[src/rtl/core/wpps_pkg.sv]
`timescale 1ns / 1ps
`default_nettype none

package wpps_pkg;

    localparam int MAX_ENTRIES = 256;
    localparam int ADDR_W      = $clog2(MAX_ENTRIES);
    localparam int CNT_W       = $clog2(MAX_ENTRIES + 1);

    localparam int KIND_W   = 2;
    localparam int ID_W     = 16;
    localparam int PROB_W   = 17;
    localparam int RND_W    = 31;
    localparam int STATUS_W = 2;
    localparam int SCALE_W  = 20;
    localparam int SUM_W    = 32;
    localparam int FRAC_W   = 16;
    localparam int PROD_W   = PROB_W + SCALE_W;
    localparam int WGT_W    = PROD_W - FRAC_W;
    localparam int STEP_W   = $clog2(RND_W + 1);

    localparam logic [SCALE_W-1:0] SCALE_RESET = SCALE_W'(1000);

    localparam logic [KIND_W-1:0] KIND_CLEAR  = 2'd0;
    localparam logic [KIND_W-1:0] KIND_APPEND = 2'd1;
    localparam logic [KIND_W-1:0] KIND_DRAW   = 2'd2;

    localparam logic [STATUS_W-1:0] ST_OK         = 2'd0;
    localparam logic [STATUS_W-1:0] ST_ZERO_TOTAL = 2'd1;
    localparam logic [STATUS_W-1:0] ST_FULL       = 2'd2;

    typedef struct packed {
        logic [KIND_W-1:0] kind;
        logic [ID_W-1:0]   entry_id;
        logic [PROB_W-1:0] probability;
        logic [RND_W-1:0]  random_value;
    } t_in_word;

    typedef struct packed {
        logic [ID_W-1:0]     picked_id;
        logic [STATUS_W-1:0] status;
    } t_out_word;

    typedef struct packed {
        logic             start;
        logic [RND_W-1:0] dividend;
        logic [SUM_W-1:0] divisor;
    } t_div_req;

    typedef struct packed {
        logic             done;
        logic [SUM_W-1:0] remainder;
    } t_div_rsp;

endpackage

`default_nettype wire

[src/rtl/core/wpps_moddiv.sv]
`timescale 1ns / 1ps
`default_nettype none

module wpps_moddiv (
    input  wire logic              i_clk,
    input  wire logic              i_rst_n,
    input  wire wpps_pkg::t_div_req i_req,
    output wpps_pkg::t_div_rsp     o_rsp
);

    import wpps_pkg::*;

    logic              r_busy;
    logic              r_done;
    logic [STEP_W-1:0] r_cnt;
    logic [RND_W-1:0]  r_dvd;
    logic [SUM_W-1:0]  r_rem;
    logic [SUM_W:0]    trial;
    logic [SUM_W:0]    diff;

    always_comb begin
        trial = {r_rem, r_dvd[RND_W-1]};
        diff  = trial - {1'b0, i_req.divisor};
    end

    always_ff @(posedge i_clk) begin
        if (!i_rst_n) begin
            r_busy <= 1'b0;
            r_done <= 1'b0;
            r_cnt  <= '0;
        end else begin
            r_done <= 1'b0;
            if (i_req.start) begin
                r_busy <= 1'b1;
                r_cnt  <= STEP_W'(RND_W);
            end else if (r_busy) begin
                r_cnt <= r_cnt - STEP_W'(1);
                if (r_cnt == STEP_W'(1)) begin
                    r_busy <= 1'b0;
                    r_done <= 1'b1;
                end
            end
        end
    end

    always_ff @(posedge i_clk) begin
        if (i_req.start) begin
            r_rem <= '0;
            r_dvd <= i_req.dividend;
        end else if (r_busy) begin
            r_rem <= diff[SUM_W] ? trial[SUM_W-1:0] : diff[SUM_W-1:0];
            r_dvd <= {r_dvd[RND_W-2:0], 1'b0};
        end
    end

    assign o_rsp.done      = r_done;
    assign o_rsp.remainder = r_rem;

endmodule

`default_nettype wire

[config.mk]
export PLATFORM = sky130hd
export DESIGN_NAME = wpps_moddiv
export DESIGN_NICKNAME = d
export VERILOG_FILES = /design/src/rtl/core/wpps_pkg.sv /design/src/rtl/core/wpps_moddiv.sv
export SDC_FILE = /design/constraint.sdc
export NUM_CORES = 1
export LEC_CHECK = 0
export BUFFER_PORTS_ARGS = -buffer_cell sky130_fd_sc_hd__buf_2
export CAP_MARGIN = 20
export CELL_PAD_IN_SITES_DETAIL_PLACEMENT = 0
export CELL_PAD_IN_SITES_GLOBAL_PLACEMENT = 1
export CORE_MARGIN = 2
export CORE_UTILIZATION = 30
export CTS_BUF_LIST = sky130_fd_sc_hd__clkbuf_4
export DETAILED_ROUTE_END_ITERATION = 6
export PLACE_DENSITY = 0.61
export SLEW_MARGIN = 20
export SYNTH_ARGS = -nofsm -noshare
export SYNTH_HDL_FRONTEND = slang
export SYNTH_SLANG_ARGS = --single-unit
[constraint.sdc]
create_clock -name i_clk -period 3.85 [get_ports i_clk]
set_input_delay 0.77 -clock i_clk [delete_from_list [all_inputs] [get_ports i_clk]]
set_output_delay 0.77 -clock i_clk [all_outputs]
set_load 0.1 [all_outputs]
# Word-level counts from Yosys, hierarchy flattened
# Index checks and enable logic that the tools add are counted.
# W data, S select, Z words.
[totals] input_bits=66 output_inout_bits=33 wordCells=21 regBits=70
[classes] muxes=9 n_bitwise=2 addsub=2 eq_ne=1 n_reduce_logical=2
[ops] cell="$mux W31" n=2
[ops] cell="$sub A33 B32 Y33" n=1
[ops] cell="$mux W32" n=1
[ops] cell="$mux W5" n=2
[ops] cell="$eq A5 B1 Y1 const B" n=1
[ops] cell="$sub A5 B1 Y5 const B" n=1
[ops] cell="$mux W1" n=4
[ops] cell="$reduce_or A3 Y1" n=1
[ops] cell="$not A1 Y1" n=2
[ops] cell="$reduce_bool A2 Y1" n=1

# Longest topological paths before layout
[depth] depth_word=4 depth_mapped=13 ltp_nobuf=12

# Worst setup path after synthesis
# OpenSTA, ideal clock, no wires.
[synth_path] kind="reg2reg" start="reg r_rem[0]" end="reg r_rem[24]" arrival_time_ps=3379 path_buffers=1 slack_ps=317 required_time_ps=3696 synth_period_minus_slack_ps=3533 path_stages_with_launch=13 setup_time_ps=154 path_cell_list="dfxtp_1 > inv_1 > fa_1 > nand2b_1 > a21oi_1 > o31a_1 > nor3_2 > o221ai_2 > a31oi_4 > xnor2_2 > buf_2 > mux2i_1 > o22ai_1"
[synth_between] elab_chain_len=2
[synth_lines] element="start, declared" line="wpps_moddiv.sv:17" source="logic [SUM_W-1:0] r_rem;"
[synth_lines] element="start signal, assigned" line="wpps_moddiv.sv:51" source="r_rem <= diff[SUM_W] ? trial[SUM_W-1:0] : diff[SUM_W-1:0];"
[synth_lines] element="$sub A33 B32 Y33" line="wpps_moddiv.sv:23" source="diff = trial - {1'b0, i_req.divisor};"
[synth_lines] element="$mux W32" line="wpps_moddiv.sv:51"
# No other way between the ends.
# A chain may end at the register's enable or synchronous reset.

# Final worst setup path
[layout_path] start="in i_req[0] (netlist name)" end="reg r_rem[18]"
[layout_between] elab_chain_len=2
[layout_lines] element="start, declared" line="wpps_moddiv.sv:7" source="input wire wpps_pkg::t_div_req i_req,"
[layout_lines] element="$sub A33 B32 Y33" line="wpps_moddiv.sv:23"
[layout_lines] element="$mux W32" line="wpps_moddiv.sv:51"
# No other way between the ends.

==> summary.txt <==
Status = finished clean
CP max stage cell = fa_1
Hold path cells = 2
DR pass1 iterations = 4
Fmax = 311 MHz
Static leakage = 2.48 nW
Clock transition at path regs = 0.13 ns
DP Cell Count = 813
Yosys top cell area share = 0.196
Switching share of power = 0.414
Hold Path Origin = r_rem[12]
Critical-path cell list = buf_2 > ha_1 > fa_1 > nand2b_1 > a21oi_1 > o31a_1 > nor3_2 > o221ai_2 > a31oi_4 > xnor2_4 > buf_4 > mux2i_1 > a211oi_1
CTS tree = built
Synthesized cell area = 4740 sq um
Most common cell in the synthesized netlist = nor2_1
Routed length on met3 = 676 microns
Vias in the first global route = 4041
Die width = 130 microns
Pwr dens = 392 nW/um^2
Die height = 130 microns
Top FF cell, synth = dfxtp_1
Seq/Total Area, Yosys = 0.361
CP max stage delay = 0.40 ns
Htree depth = 3
Die area = 16800 sq um
R2r setup slk = 0.69 ns
Req. time, crit path = 4.17 ns
Via count = 3976
Clk root buf = clkbuf_4
Synth Register Bits = 70
Total Nets Final = 714
GRT Residual Overflow = 0
Peak VDD IR = 0.206 mV
Startpoint types = input port
Final std cells w/o fill = 829
Top cells by area, synth = edfxtp_1 (20%), dfxtp_1 (16%), ha_1 (9.0%)
Hold Path End = r_rem[12]
Tightest Pin Transition = 0.761 ns
PostCTS Resize Cnt = 0
Reg2reg path depth = 13
Initial antenna violation count = 0
Largest area contributor in the netlist = edfxtp_1
Antenna Diode Count = 0
Cts hold-fix bufs = 0
Iteration-0 DRC Markers = 268
Routed wire length = 12200 microns
Cell-internal power = 1.29 mW
Initial Util = 0.310
Fin crit period = 3.21 ns
Setup TNS = 0 ns
Core Box Area = 15300 sq um
HPWL Detailed = 9280 microns
Highest metal used = met4
M1 WL = 5840 microns
Post-synth top cells = nor2_1 (52), inv_1 (44), a21oi_1 (40)
DRC = 0
Layout area overhead = 18.4%
Avg WL per Cell = 14.7 microns
Routed met2 length = 5510 microns
Distinct cells, synth = 52
Io pins = 99
Final Cycle Share = 0.835
Slew headroom = 0.492
Final hold viol count = 0
Total clock sinks = 70
Crit path max-delay family = compound AO/OA/AOI/OAI gates
P_sw = 911 uW
Port bufs = 98
CTS buffer count = 9
Crit path buffers/inverters = 2
Sequential Power Share = 0.412
Clock buffer depth = 2
Syn_area_per_cell = 9.17 sq um
Worst min path class = flip-flop to flip-flop
RePlAce Congestion = 0.838
Gate power share = 0.378
Final Skew = 0.0216 ns
Number of synthesis warnings = 0
GRT Total Usage = 0.151
Row Count = 45
Mapped Nets = 618
R2R Path End = r_rem[18]
Worst path arrival time = 3.54 ns
Cells after synthesis = 517
Worst-Skew Late Latency = 0.45 ns
Layout cell share with drive strength beyond 1 = 0.257
Maxcap violations = 0
Endpoints failing setup = 0
Vias per cell = 4.80
Post-CTS setup buffer count = 0
Post-synth EDFFs = 31
Clock Power Share = 0.209
Global-route wire length before repair = 19900 microns
Worst R2R Start = r_dvd[30]
Critical path endpoint category = flip-flop
Largest net degree at the start of global routing = 42
Detail Route Antenna Nets = 0
Critical Path Fanout Max = 12
RSZ-0062 raised after global routing = false
Synth async-reset ratio = 0
Final Core Density = 0.366
WS Path Type = input port to flip-flop
Slew Limit Fails = 0
power groups by stage:
stage / registers [mW] / clock network, mW / logic (mW)
6_report: 0.907 / 0.461 / 0.833
5_1_grt: 0.917 / 0.516 / 0.911
4_1_cts: 0.908 / 0.489 / 0.839
3_5_place_dp: 0.925 / 0 / 0.835
3_3_place_gp: 0.923 / 0 / 0.832
2_1_floorplan: 1.11 / 0 / 0.460
registers in the layout, indices dropped and copies added, names as in the netlist:
| signal | count |
|---|---|
| r_cnt | 5 |
| r_dvd | 31 |
| r_rem | 32 |
| r_busy | 1 |
| r_done | 1 |
through the flow:
| step | power (mW) | area [sq um] | setup slack, ns | hold slack, ns |
|---|---|---|---|---|
| finish | 2.20 | 5610 | 0.637 | 0.510 |
| global route | 2.34 | 5610 | 0.402 | 0.559 |
| CTS | 2.24 | 5610 | 0.663 | 0.519 |
| detailed placement | 1.76 | 5490 | 0.163 | 0.499 |
| global placement | 1.76 | 5490 | 0.225 | 0.483 |
| floorplan | 1.57 | 4740 | 0.317 | 0.518 |
worst register-to-register path: cells and delay by family, from the launching register on:
kind,cells,cell delay [ns]
compound gates,5,1.00
fa+ha+maj,2,0.60
flops,1,0.35
buf+inv,2,0.34
simple gates,2,0.27
xor+xnor,1,0.25
mux,1,0.24
worst max path at each step:
stage | startpoint | slack, ns | cells past startpoint | to
finish | i_req[0] | 0.64 | 13 | r_rem[18]
global placement | i_req[0] | 0.22 | 13 | r_rem[13]
CTS | i_req[0] | 0.66 | 13 | r_rem[18]
detailed placement | i_req[0] | 0.16 | 13 | r_rem[13]
global route | r_dvd[30] | 0.40 | 13 | r_rem[18]
floorplan | r_rem[0] | 0.32 | 12 | r_rem[24]
logic make-up after synthesis:
kind of cell / Yosys count / share of synthesized area
adders and majority gates: 35 / 0.0940
and+or+nand+nor: 129 / 0.123
muxes: 59 / 0.133
AOI/OAI and AO/OA: 124 / 0.169
xor gates and xnor gates: 35 / 0.0662
DFF: 70 / 0.361
buffers and inverters: 65 / 0.0541
layout make-up:
type | instances | area, sq um
clock buffer | 9 | 67.6
clock inverter | 7 | 56.3
fill | 1666 | 9700
inverter | 44 | 165
multi-input combinational | 382 | 2780
sequential | 70 | 1710
tap | 211 | 264
timing repair buffer | 106 | 563
cell usage in the layout, fill, tap and decap left out, types with 3 or more instances in the layout:
cell      instances
buf_2            98
nor2_1           52
inv_1            44
a21oi_1          40
dfxtp_1          39
nand2_1          38
ha_1             34
edfxtp_1         31
mux2_2           30
mux2i_1          28
o21ai_0          27
xnor2_1          20
a211oi_1         19
xor2_1           14
clkbuf_4          9
nand4_1           8
a21o_1            7
buf_4             7
nor2b_1           6
o21a_1            5
and2_1            5
nand3_1           4
nor3_1            4
a21boi_0          4
nand2b_1          3
and3_1            3
clkinv_4          3
per-layer routing:
layer  vias to the layer above  GRT usage
li1                       2041          -
met1                      1837      0.195
met2                        81      0.238
met3                        17     0.0484
met4                         0     0.0525
met5                         -          0
Power figures use the tool's default switching activity.
